`src/sv/kli_pkg.sv`:
```
// ----------------------------------------------------------------------------
// kli_pkg
// Shared types, widths and codes for the keyframe linear interpolator.
// ----------------------------------------------------------------------------
package kli_pkg;

  // Table geometry
  localparam int MAX_KEYS = 16;
  localparam int IDX_W    = $clog2(MAX_KEYS);

  // Fixed field widths
  localparam int Q_W        = 32;  // Q16.16 time and value
  localparam int COUNT_W    = 5;   // key_count register
  localparam int KEY_IDX_W  = 4;   // key_index field
  localparam int SRC_W      = 3;   // result_source field
  localparam int CFG_IDX_W  = 2;   // configuration register index
  localparam int FRAC_W     = 16;  // fraction bits of the factor
  localparam int FACT_W     = FRAC_W + 1;  // factor 0..1.0 inclusive

  typedef logic signed [Q_W-1:0] q16_t;

  // Request modes
  localparam logic MODE_WRITE = 1'b0;
  localparam logic MODE_EVAL  = 1'b1;

  // Configuration register indexes
  localparam logic [CFG_IDX_W-1:0] REG_KEY_COUNT = 2'd0;
  localparam logic [CFG_IDX_W-1:0] REG_NEUTRAL   = 2'd1;

  // Result source codes
  localparam logic [SRC_W-1:0] SRC_NEUTRAL = 3'd0;
  localparam logic [SRC_W-1:0] SRC_FIRST   = 3'd1;
  localparam logic [SRC_W-1:0] SRC_INTERP  = 3'd2;
  localparam logic [SRC_W-1:0] SRC_ZERO    = 3'd3;
  localparam logic [SRC_W-1:0] SRC_LAST    = 3'd4;

  // Sequencer states
  typedef enum logic [2:0] {
    ST_IDLE,
    ST_FIRST,
    ST_SCAN,
    ST_DIV,
    ST_MUL,
    ST_SUM,
    ST_EMIT
  } state_t;

  // Divider status towards the sequencer
  typedef struct packed {
    logic busy;
    logic done;
  } div_stat_t;

endpackage

```
`src/sv/kli_channels.sv`:
```
// ----------------------------------------------------------------------------
// kli_channels
// Valid/ready channels of the interpolator: key and query requests, results
// and configuration writes.
// ----------------------------------------------------------------------------
interface kli_req_if;
  import kli_pkg::*;
  logic                 valid;
  logic                 ready;
  logic                 mode;
  logic [KEY_IDX_W-1:0] key_index;
  q16_t                 key_time;
  q16_t                 key_value;
  q16_t                 query_time;

  modport source (output valid, mode, key_index, key_time, key_value, query_time,
                  input ready);
  modport sink   (input valid, mode, key_index, key_time, key_value, query_time,
                  output ready);
endinterface

interface kli_res_if;
  import kli_pkg::*;
  logic             valid;
  logic             ready;
  q16_t             result_value;
  logic [SRC_W-1:0] result_source;

  modport source (output valid, result_value, result_source, input ready);
  modport sink   (input valid, result_value, result_source, output ready);
endinterface

interface kli_cfg_if;
  import kli_pkg::*;
  logic                 valid;
  logic                 ready;
  logic [CFG_IDX_W-1:0] index;
  logic [Q_W-1:0]       data;

  modport source (output valid, index, data, input ready);
  modport sink   (input valid, index, data, output ready);
endinterface

```
`src/sv/kli_div.sv`:
```
// ----------------------------------------------------------------------------
// kli_div
// Serial restoring divider for the interpolation factor:
// floor(off * 2^16 / gap) with 0 < gap and 0 < off <= gap, one quotient bit
// per cycle after the integer bit taken at start.
// ----------------------------------------------------------------------------
module kli_div (
  input  logic                       clk,
  input  logic                       rst,
  input  logic                       start,
  input  logic [kli_pkg::Q_W-1:0]    off,
  input  logic [kli_pkg::Q_W-1:0]    gap,
  output kli_pkg::div_stat_t         stat,
  output logic [kli_pkg::FACT_W-1:0] quot
);
  import kli_pkg::*;

  localparam int CNT_W = $clog2(FRAC_W);

  logic             busy;
  logic             done;
  logic [CNT_W-1:0] cnt;
  logic [Q_W-1:0]   divisor;
  logic [Q_W-1:0]   rem;
  logic [Q_W:0]     rem_sh;
  logic             fits;

  // Shift the partial remainder and trial-subtract
  always_comb begin
    rem_sh = {rem, 1'b0};
    fits   = (rem_sh >= {1'b0, divisor});
  end

  // Control: busy for FRAC_W steps, pulse done at the end
  always_ff @(posedge clk) begin
    if (rst) begin
      busy <= 1'b0;
      done <= 1'b0;
      cnt  <= '0;
    end else begin
      done <= 1'b0;
      if (start) begin
        busy <= 1'b1;
        cnt  <= '0;
      end else if (busy) begin
        cnt <= cnt + 1'b1;
        if (cnt == CNT_W'(FRAC_W - 1)) begin
          busy <= 1'b0;
          done <= 1'b1;
        end
      end
    end
  end

  // Datapath: integer bit at start, then one fraction bit per cycle
  always_ff @(posedge clk) begin
    if (start) begin
      divisor <= gap;
      if (off >= gap) begin
        rem  <= off - gap;
        quot <= FACT_W'(1);
      end else begin
        rem  <= off;
        quot <= '0;
      end
    end else if (busy) begin
      if (fits) begin
        rem <= Q_W'(rem_sh - {1'b0, divisor});
      end else begin
        rem <= rem_sh[Q_W-1:0];
      end
      quot <= {quot[FACT_W-2:0], fits};
    end
  end

  assign stat.busy = busy;
  assign stat.done = done;

endmodule

```
`src/sv/keyframe_linear_interpolator.sv`:
```
// ----------------------------------------------------------------------------
// keyframe_linear_interpolator
// Key write: stored when the request is taken. Query: for an empty table the
// neutral result goes straight to emit; otherwise the first key is read, then
// one memory read per later key scanned (up to MAX_KEYS - 1), then for
// interpolation the serial divider, multiply and add.
// One request is in work at a time; a finished result waits in the output
// register while the next request is taken. Reset clears control state,
// key_count and neutral_value; the key table is undefined until written.
// ----------------------------------------------------------------------------
module keyframe_linear_interpolator (
  input  logic clk,
  input  logic rst,
  kli_cfg_if.sink   cfg,
  kli_req_if.sink   req,
  kli_res_if.source res
);
  import kli_pkg::*;

  localparam int PROD_W = Q_W + 1 + FACT_W + 1;

  // Configuration registers
  logic [COUNT_W-1:0] key_count;
  q16_t               neutral_value;

  // Key memory: {time, value} per entry
  logic [2*Q_W-1:0] mem [MAX_KEYS];
  logic [2*Q_W-1:0] rd_data;
  logic [IDX_W-1:0] rd_addr;
  logic             wr_en;
  q16_t             rd_time;
  q16_t             rd_value;

  // Sequencer
  state_t state;
  state_t state_next;

  // Query working registers
  q16_t                     query;
  logic [IDX_W-1:0]         last_idx;
  logic [IDX_W-1:0]         idx;
  q16_t                     prev_time;
  q16_t                     prev_value;
  q16_t                     cur_value;
  logic [FACT_W-1:0]        factor;
  logic signed [PROD_W-1:0] product;
  q16_t                     res_value;
  logic [SRC_W-1:0]         res_source;

  // Output register
  logic             out_valid;
  q16_t             out_value;
  logic [SRC_W-1:0] out_source;

  // Control decoded from state
  logic               req_take;
  logic               slot_free;
  logic [COUNT_W-1:0] n_keys;
  logic               hit;
  logic signed [Q_W:0] gap;
  logic signed [Q_W:0] off;
  logic               div_start;
  div_stat_t          div_stat;
  logic [FACT_W-1:0]  div_quot;
  logic signed [Q_W:0] diff;
  logic signed [PROD_W-1:0] sum;

  assign rd_time  = rd_data[2*Q_W-1:Q_W];
  assign rd_value = rd_data[Q_W-1:0];

  assign req.ready = (state == ST_IDLE);
  assign req_take  = req.valid && (state == ST_IDLE);
  assign wr_en     = req_take && (req.mode == MODE_WRITE);
  assign slot_free = !out_valid || res.ready;
  assign cfg.ready = 1'b1;

  // Clamp the key count to the table depth
  assign n_keys = (key_count > COUNT_W'(MAX_KEYS)) ? COUNT_W'(MAX_KEYS) : key_count;

  // Compare and gap terms for the entry just read
  assign hit  = (query <= rd_time);
  assign gap  = (Q_W+1)'(rd_time) - (Q_W+1)'(prev_time);
  assign off  = (Q_W+1)'(query) - (Q_W+1)'(prev_time);
  assign diff = (Q_W+1)'(cur_value) - (Q_W+1)'(prev_value);
  assign sum  = PROD_W'(prev_value) + (product >>> FRAC_W);

  // Write and read the key memory
  always_ff @(posedge clk) begin
    if (wr_en) begin
      mem[IDX_W'(req.key_index)] <= {req.key_time, req.key_value};
    end
    rd_data <= mem[rd_addr];
  end

  // Configuration writes
  always_ff @(posedge clk) begin
    if (rst) begin
      key_count     <= '0;
      neutral_value <= '0;
    end else if (cfg.valid) begin
      unique case (cfg.index)
        REG_KEY_COUNT: key_count     <= cfg.data[COUNT_W-1:0];
        REG_NEUTRAL:   neutral_value <= cfg.data;
        default: ;
      endcase
    end
  end

  // Next state, read address and divider start
  always_comb begin
    state_next = state;
    rd_addr    = '0;
    div_start  = 1'b0;
    unique case (state)
      ST_IDLE: begin
        if (req_take && req.mode == MODE_EVAL) begin
          state_next = (n_keys == '0) ? ST_EMIT : ST_FIRST;
        end
      end
      ST_FIRST: begin
        rd_addr = IDX_W'(1);
        if (last_idx == '0 || hit) begin
          state_next = ST_EMIT;
        end else begin
          state_next = ST_SCAN;
        end
      end
      ST_SCAN: begin
        rd_addr = idx + 1'b1;
        if (hit) begin
          if (gap <= 0) begin
            state_next = ST_EMIT;
          end else begin
            div_start  = 1'b1;
            state_next = ST_DIV;
          end
        end else if (idx == last_idx) begin
          state_next = ST_EMIT;
        end
      end
      ST_DIV: begin
        if (div_stat.done) begin
          state_next = ST_MUL;
        end
      end
      ST_MUL: state_next = ST_SUM;
      ST_SUM: state_next = ST_EMIT;
      ST_EMIT: begin
        if (slot_free) begin
          state_next = ST_IDLE;
        end
      end
      default: state_next = ST_IDLE;
    endcase
  end

  // Hold the sequencer state
  always_ff @(posedge clk) begin
    if (rst) begin
      state <= ST_IDLE;
    end else begin
      state <= state_next;
    end
  end

  // Query datapath
  always_ff @(posedge clk) begin
    unique case (state)
      ST_IDLE: begin
        query      <= req.query_time;
        last_idx   <= IDX_W'(n_keys - 1'b1);
        res_value  <= neutral_value;
        res_source <= SRC_NEUTRAL;
      end
      ST_FIRST: begin
        res_value  <= rd_value;
        res_source <= SRC_FIRST;
        prev_time  <= rd_time;
        prev_value <= rd_value;
        idx        <= IDX_W'(1);
      end
      ST_SCAN: begin
        cur_value <= rd_value;
        if (hit) begin
          res_value  <= rd_value;
          res_source <= SRC_ZERO;
        end else begin
          res_value  <= rd_value;
          res_source <= SRC_LAST;
          prev_time  <= rd_time;
          prev_value <= rd_value;
          idx        <= idx + 1'b1;
        end
      end
      ST_DIV: begin
        if (div_stat.done) begin
          factor <= div_quot;
        end
      end
      ST_MUL: begin
        product <= PROD_W'(diff) * PROD_W'($signed({1'b0, factor}));
      end
      ST_SUM: begin
        res_value  <= sum[Q_W-1:0];
        res_source <= SRC_INTERP;
      end
      ST_EMIT: ;
      default: ;
    endcase
  end

  // Output register: load from the sequencer, drop when taken
  always_ff @(posedge clk) begin
    if (rst) begin
      out_valid <= 1'b0;
    end else if (state == ST_EMIT && slot_free) begin
      out_valid <= 1'b1;
    end else if (res.ready) begin
      out_valid <= 1'b0;
    end
  end

  always_ff @(posedge clk) begin
    if (state == ST_EMIT && slot_free) begin
      out_value  <= res_value;
      out_source <= res_source;
    end
  end

  assign res.valid         = out_valid;
  assign res.result_value  = out_value;
  assign res.result_source = out_source;

  // Factor divider
  kli_div u_div (
    .clk   (clk),
    .rst   (rst),
    .start (div_start),
    .off   (off[Q_W-1:0]),
    .gap   (gap[Q_W-1:0]),
    .stat  (div_stat),
    .quot  (div_quot)
  );

endmodule
```
`src/flat_wrapper.sv`:
```
// flat-port wrapper written by rule: the top's interface ports become plain ports
module keyframe_linear_interpolator_flat import kli_pkg::*;
  (clk, rst, cfg_valid, cfg_index, cfg_data, cfg_ready, req_valid, req_mode, req_key_index, req_key_time, req_key_value, req_query_time, req_ready, res_valid, res_result_value, res_result_source, res_ready);
  kli_cfg_if cfg_i ();
  kli_req_if req_i ();
  kli_res_if res_i ();
  input  logic clk;
  input  logic rst;
  input wire logic [$bits(cfg_i.valid)-1:0] cfg_valid;
  input wire logic [$bits(cfg_i.index)-1:0] cfg_index;
  input wire logic [$bits(cfg_i.data)-1:0] cfg_data;
  output wire logic [$bits(cfg_i.ready)-1:0] cfg_ready;
  input wire logic [$bits(req_i.valid)-1:0] req_valid;
  input wire logic [$bits(req_i.mode)-1:0] req_mode;
  input wire logic [$bits(req_i.key_index)-1:0] req_key_index;
  input wire logic [$bits(req_i.key_time)-1:0] req_key_time;
  input wire logic [$bits(req_i.key_value)-1:0] req_key_value;
  input wire logic [$bits(req_i.query_time)-1:0] req_query_time;
  output wire logic [$bits(req_i.ready)-1:0] req_ready;
  output wire logic [$bits(res_i.valid)-1:0] res_valid;
  output wire logic [$bits(res_i.result_value)-1:0] res_result_value;
  output wire logic [$bits(res_i.result_source)-1:0] res_result_source;
  input wire logic [$bits(res_i.ready)-1:0] res_ready;
  assign cfg_i.valid = cfg_valid;
  assign cfg_i.index = cfg_index;
  assign cfg_i.data = cfg_data;
  assign cfg_ready = cfg_i.ready;
  assign req_i.valid = req_valid;
  assign req_i.mode = req_mode;
  assign req_i.key_index = req_key_index;
  assign req_i.key_time = req_key_time;
  assign req_i.key_value = req_key_value;
  assign req_i.query_time = req_query_time;
  assign req_ready = req_i.ready;
  assign res_valid = res_i.valid;
  assign res_result_value = res_i.result_value;
  assign res_result_source = res_i.result_source;
  assign res_i.ready = res_ready;
  keyframe_linear_interpolator u_core (.clk(clk), .rst(rst), .cfg(cfg_i), .req(req_i), .res(res_i));
endmodule
```
`config.mk`:
```
export PLATFORM = sky130hd
export DESIGN_NAME = keyframe_linear_interpolator_flat
export DESIGN_NICKNAME = d
export VERILOG_FILES = /design/src/sv/kli_pkg.sv /design/src/sv/kli_channels.sv /design/src/sv/kli_div.sv /design/src/sv/keyframe_linear_interpolator.sv /design/src/flat_wrapper.sv
export SDC_FILE = /design/constraint.sdc
export NUM_CORES = 2
export LEC_CHECK = 0
export BUFFER_PORTS_ARGS = -buffer_cell sky130_fd_sc_hd__buf_4
export CELL_PAD_IN_SITES_DETAIL_PLACEMENT = 1
export CELL_PAD_IN_SITES_GLOBAL_PLACEMENT = 1
export CORE_ASPECT_RATIO = 1.4
export CORE_UTILIZATION = 48
export DETAILED_ROUTE_END_ITERATION = 7
export PLACE_DENSITY_LB_ADDON = 0.1
export SETUP_SLACK_MARGIN = 0.5
export SLEW_MARGIN = 20
export SYNTH_ARGS = -nofsm -noshare
export SYNTH_HDL_FRONTEND = slang
export SYNTH_SLANG_ARGS = --single-unit
export TNS_END_PERCENT = 20
```
`constraint.sdc`:
```
create_clock -name clk -period 9.35 [get_ports clk]
set_input_delay 1.4025 -clock clk [delete_from_list [all_inputs] [get_ports clk]]
set_output_delay 1.4025 -clock clk [all_outputs]
set_load 0.01 [all_outputs]
```
# Word-level counts from Yosys, hierarchy flattened
# Memories as Yosys holds them, arrays and structs flattened. A register that Yosys moved wholly into a read port is not among the register bits.
# Cells that the tools add are included.
totals:
  reg_bits: 399
  latch_bits: 0
  ram_bits: 1024
  mem_bits_ro: 0
  output_inout_bits: 38
  elab_cells: 116
  mem_count: 1
memory_table:
  columns: ["memory", "depth", "word_bits", "rd", "rd_clocked_by_memory_dff", "write_ports", "line", "source"]
  rows:
  - ["u_core.mem", 16, 64, 1, 1, 1, "keyframe_linear_interpolator.sv:27", "logic [2*Q_W-1:0] mem [MAX_KEYS];"]
classes:
  addsub: 9
  mul: 1
  div: 0
  magnitude_cmp: 5
  n_eq_ne: 14
  shift: 0
  muxes: 38
  bitwise_logic: 2
  reduce_logical: 24
op_table:
  columns: ["op", "n"]
  rows:
  - ["2-to-1 mux 32 bit", 6]
  - ["one-hot mux 32 bit (2 select lines)", 2]
  - ["one-hot mux 32 bit (3 select lines)", 1]
  - ["subtractor 32 bit", 3]
  - ["subtractor 32 x 32 -> 33 bit", 2]
  - ["multiplier 33 x 18 -> 48 bit", 1]
  - ["2-to-1 mux 17 bit", 2]
  - ["greater-or-equal comparator 33 x 32 -> 1 bit", 1]
  - ["less-or-equal comparator 33 x 1 -> 1 bit, second input constant", 1]
  - ["adder 32 bit", 1]
  - ["greater-or-equal comparator 32 bit", 1]
  - ["less-or-equal comparator 32 bit", 1]
  - ["2-to-1 mux 3 bit", 9]
  - ["one-hot mux 3 bit (7 select lines)", 1]
  - ["one-hot mux 4 bit (2 select lines)", 2]
  - ["2-to-1 mux 1 bit", 12]
  - ["one-hot mux 3 bit (4 select lines)", 1]
  - ["== test 3 bit, second input constant", 3]
  - ["adder 4 x 1 -> 4 bit, second input constant", 2]
  - ["AND reduction 2 bit", 4]
  - ["== test 3 x 2 -> 1 bit, second input constant", 2]
  - ["nonzero test 2 bit", 3]
  - ["> comparator 5 bit, second input constant", 1]
  - ["logical NOT 5 bit", 1]
  - ["22 further kinds", 30]

# Depth between registers and ports, before layout
depth:
  word_depth: 6
  mapped_depth: 38
  depth_no_buf: 37

# Hierarchy
# A second synthesis with hierarchy kept.
unflattened:
  cells_unflattened: 6461
  hier_area_um2: 83790.4
by_module_without_submodules:
  columns: ["mod", "n_inst", "cells_each", "area_each_um2", "seq_area_each_um2"]
  rows:
  - ["keyframe_linear_interpolator", 1, 5619, 76342.0, 40508.9]
  - ["kli_div", 1, 842, 7448.4, 2552.4]

# Worst setup path after synthesis
# No wires, ideal clock.
synth_timing:
  kind: "register to register"
  from: "register u_core.state[1]"
  to: "memory u_core.mem[0][0] (netlist bit), enable pin"
  setup_time_ps: 565
  arrival_ps: 8411
  path_slack_ps: 373
  stages_incl_launch_ff: 6
  path_buffers: 1
  period_less_slack_ps: 8977
  cell_sequence: "dfxtp_1 > clkbuf_1 > nor3_1 > nand3b_1 > or3_1 > nor3_1"
synth_via:
  elab_chain_cells: 5
synth_rtl:
  columns: ["element", "line", "source"]
  rows:
  - ["start: declaration", "keyframe_linear_interpolator.sv:35", "state_t state;"]
  - ["start signal: assignment", "keyframe_linear_interpolator.sv:162", "state <= state_next;"]
  - ["logical NOT 3 bit", null, null]
  - ["via req_ready", "flat_wrapper.sv:19", "output wire logic [$bits(req_i.ready)-1:0] req_ready;"]
  - ["logical AND 1 bit", "keyframe_linear_interpolator.sv:72", "assign req_take = req.valid && (state == ST_IDLE);"]
  - ["logical AND 1 bit", "keyframe_linear_interpolator.sv:73", "assign wr_en = req_take && (req.mode == MODE_WRITE);"]
  - ["2-to-1 mux 1 bit", "keyframe_linear_interpolator.sv:89", "if (wr_en) begin"]
  - ["2-to-1 mux 1 bit (not written as such)", "keyframe_linear_interpolator.sv:90", "mem[IDX_W'(req.key_index)] <= {req.key_time, req.key_value};"]
  - ["end: declaration", "keyframe_linear_interpolator.sv:27", null]
# The timed path passes the listed nets, and every way through them passes these cells.

# Worst setup path after layout
layout_timing:
  from: "register u_core.prev_value[1]"
  to: "register u_core.product[47] (data pin)"
layout_via:
  elab_chain_cells: 2
layout_rtl:
  columns: ["element", "line", "source"]
  rows:
  - ["start: declaration", "keyframe_linear_interpolator.sv:43", "q16_t prev_value;"]
  - ["start signal: assignment", "keyframe_linear_interpolator.sv:179", "prev_value <= rd_value;"]
  - ["start signal: assignment", "keyframe_linear_interpolator.sv:191", "prev_value <= rd_value;"]
  - ["subtractor 32 x 32 -> 33 bit", "keyframe_linear_interpolator.sv:84", "assign diff = (Q_W+1)'(cur_value) - (Q_W+1)'(prev_value);"]
  - ["multiplier 33 x 18 -> 48 bit", "keyframe_linear_interpolator.sv:201", "product <= PROD_W'(diff) * PROD_W'($signed({1'b0, factor}));"]
  - ["end signal: assignment", "keyframe_linear_interpolator.sv:201", null]
  - ["end: declaration", "keyframe_linear_interpolator.sv:46", "logic signed [PROD_W-1:0] product;"]
# No other way between the ends.
# A chain may end at the register's enable or synchronous reset.

==> metrics.md <==
| Metric | Value |
|---|---|
| Syn. warnings | `0` |
| Area Overhead vs Synth | `12.9%` |
| CP arrival | `9.14 ns` |
| Synth area leaders | `edfxtp_1 (50%), fa_1 (13%), mux4_2 (7.0%)` |
| # fillers | `~17000` |
| CP required | `9.85 ns` |
| Status | `complete, no violations` |
| EDFF count, synth | `1360` |
| Largest net degree at the start of global routing | `134` |
| Layout Nets | `7443` |
| Cell area after synthesis | `a little over 0.08 sq mm` |
| R2R Setup Slk | `0.71 ns` |
| GRT Resource Usage Total | `26.7%` |
| Row count | `179` |
| Max Fanout on Critical Path | `8` |
| Most common cell after layout, fill and taps aside | `edfxtp_1` |
| Layout cells sized above 1 | `roughly 15%` |
| Crit share post-route | `92.4%` |
| Most frequent cells in the layout | `edfxtp_1 (1360), inv_1 (810), nand2_1 (554)` |
| GPL Wtd Cong | `0.872` |
| R2r endpoint | `u_core.product[47]` |
| Multi-input logic area | `0.0363 sq mm` |
| Die X | `352 microns` |
| Initial antenna violation count | `22` |
| CTS sink count | `approximately 1500` |
| H-tree depth | `4` |
| Final HPWL DP | `157000 microns` |
| First-pass GRT wire length | `347000 microns` |
| Clk Latency, worst-skew pair | `0.80 ns` |
| Worst Hold End | `u_core.res.result_source[1]` |
| Worst path most repeated cell | `fa_1` |
| CORE AREA | `roughly 0.17 sq mm` |
| Syn Inst Count | `approximately 6200` |
| Worst-path clk slew | `0.06 ns` |
| Post-route DRC | `0` |
| HP Class | `reg -> reg` |
| FF+latch area | `0.0431 sq mm` |
| Main synth FF type | `edfxtp_1` |
| CP Class | `reg -> reg` |
| Cells on worst reg2reg path | `38` |
| CP max-delay cell | `fa_1` |
| Via Count | `50800` |
| CTS Buffer Depth | `3` |
| Final Slew Violations | `0` |
| Synth top area share | `slightly below 50%` |
| Pre-antenna DRT Iters | `7` |
| Worst-Margin Slew | `1.16 ns` |
| Post-synthesis async set-or-reset flop share | `0%` |
| Netlist cell types | `83` |
| DIE AREA | `about 0.17 sq mm` |
| R2r startpoint | `u_core.prev_value[1]` |
| Wirelength per Cell | `between 20 and 30 microns` |
| RSZ-0062 raised after global routing | `yes` |
| Syn nets | `a little over 7000` |
| Routed Antenna Nets | `0` |
| TritonCTS clock tree | `done` |
| Critical Path Sink Type | `flop` |
| Via/cell ratio | `5.75` |
| Sequential fraction of the synthesis area | `about 52%` |
| Initial Utilization | `between 40% and 50%` |
| Worst setup SP type | `flop` |
| Syn avg cell area | `between 10 and 15 sq um` |
| Max_slew headroom | `a little under a quarter` |
| Tmin final | `about 8.6 ns` |
| Post-synthesis register bit count | `1471` |
| Number of global-route vias before repair | `56200` |
| Layout Skew | `approximately 0.061 ns` |
| Worst path max stage delay | `0.56 ns` |
| Final hold violations | `0` |
| TNS Setup | `0 ns` |
| Max Freq | `roughly 0.12 GHz` |
| Root Buffer | `clkbuf_16` |
| Max Cap Violations | `0` |
| CTS buffer count | `145` |
| Die Ht | `493 microns` |
| Final Setup Violations | `0` |
| HP Start | `u_core.res_source[1]` |
| Hold_buf cts | `0` |
| Post-synth top area cell | `edfxtp_1` |
| Buffers on Ports | `176` |
| Io pins | `178` |
| Hold Crit Depth | `0` |
| Grt ovf | `0` |
| Starting DRT DRC Count | `3351` |
| Routed Wire Length | `229000 microns` |
==> critical path, delay by kind of cell (launching register included) <==
| kind | cells | cell delay (ns) |
|---|---|---|
| buf+inv | 7 | 0.84 |
| compound gates | 14 | 2.26 |
| xor+xnor | 2 | 0.23 |
| flops | 1 | 0.41 |
| simple gates | 7 | 1.07 |
| fa+ha+maj | 8 | 3.55 |
==> layer usage <==
metal  vias up  global-route usage (%)  share of wire [%]
met4        24                    7.88                2.7
li1      22300                       -                  -
met3       380                    3.65                5.0
met1     26800                    34.2                 41
met5         -                       0              0.070
met2      1293                    47.1                 52
==> state kept, by name, indices dropped and copies added, names as in the netlist, 4 cells and up <==
register / count
u_core.mem: 1024
u_core.rd_data: 64
u_core.cur_value: 32
u_core.neutral_value: 32
u_core.prev_time: 32
u_core.prev_value: 32
u_core.product: 32
u_core.query: 32
u_core.res.result_value: 32
u_core.res_value: 32
u_core.u_div.divisor: 32
u_core.u_div.rem: 32
u_core.factor: 17
u_core.u_div.quot: 17
u_core.key_count: 5
u_core.idx: 4
u_core.last_idx: 4
u_core.u_div.cnt: 4
==> per-stage QoR <==
stage                     cell area (sq um)  hold WS (ns)  setup WS (ns)  cells  util, %
after detailed placement              87100         0.408       -0.00133   8530     51.2
final                                 93100         0.419          0.710   8837     54.7
after global routing                  93100         0.431          0.387   8835     54.7
after CTS                             92400         0.422          0.520   8804     54.3
after global placement                87100         0.403         0.0561   8530     51.2
after floorplan                       82500         0.400          0.465   6184        -
==> Yosys cell counts (all sizes together), types with 42 or more instances <==
cell type	instances
a211oi	83
a21o	94
a21oi	236
a31oi	82
and2	332
buf	42
clkbuf	192
dfxtp	111
edfxtp	1360
fa	520
ha	335
inv	814
mux2i	65
mux4	256
nand2	555
nand2b	54
nor2	169
nor2b	91
nor3	59
o21a	42
o21ai	156
xnor2	140
xor2	69
==> final cells by class <==
cell class,instances,area share [%]
sequential,1471,46.2
multi-input combinational,3665,39.0
timing repair buffer,351,3.01
clock buffer,186,4.20
tap,2262,3.04
antenna,5,0.0134
inverter,814,3.29
clock inverter,83,1.23
==> logic make-up after synthesis <==
logic type      after synthesis  share of synthesized area (%)
flops                      1471                           52.2
simple gates               1415                           8.51
buf+inv                    1048                           4.82
compound gates              858                           6.67
fa+ha+maj                   855                           17.7
mux                         326                           7.85
xor+xnor                    210                           2.26
other cells                   1                        0.00455
==> worst max-delay path by stage <==
stage                          to  depth (start not counted)                  from  slack [ns]
2_1_floorplan   u_core.mem[12][0]                          5       u_core.state[1]        0.46
3_3_place_gp   u_core.product[47]                         37   u_core.cur_value[1]        0.06
4_1_cts        u_core.product[42]                         38  u_core.prev_value[5]        0.52
3_5_place_dp   u_core.product[42]                         37   u_core.cur_value[1]      -0.001
5_1_grt        u_core.product[47]                         38  u_core.prev_value[1]        0.39
6_report       u_core.product[47]                         38  u_core.prev_value[1]        0.71
==> timing repair <==
action	4_1_cts	5_1_grt
gates cloned	0	1
resized for setup	30	97
setup buffers	5	27
pin swaps	7	71
setup endpoints to repair	11	15
Power is left out: the tool's default activity adds up to more than one toggle a clock period on the data nets, which glitch-free logic cannot reach.
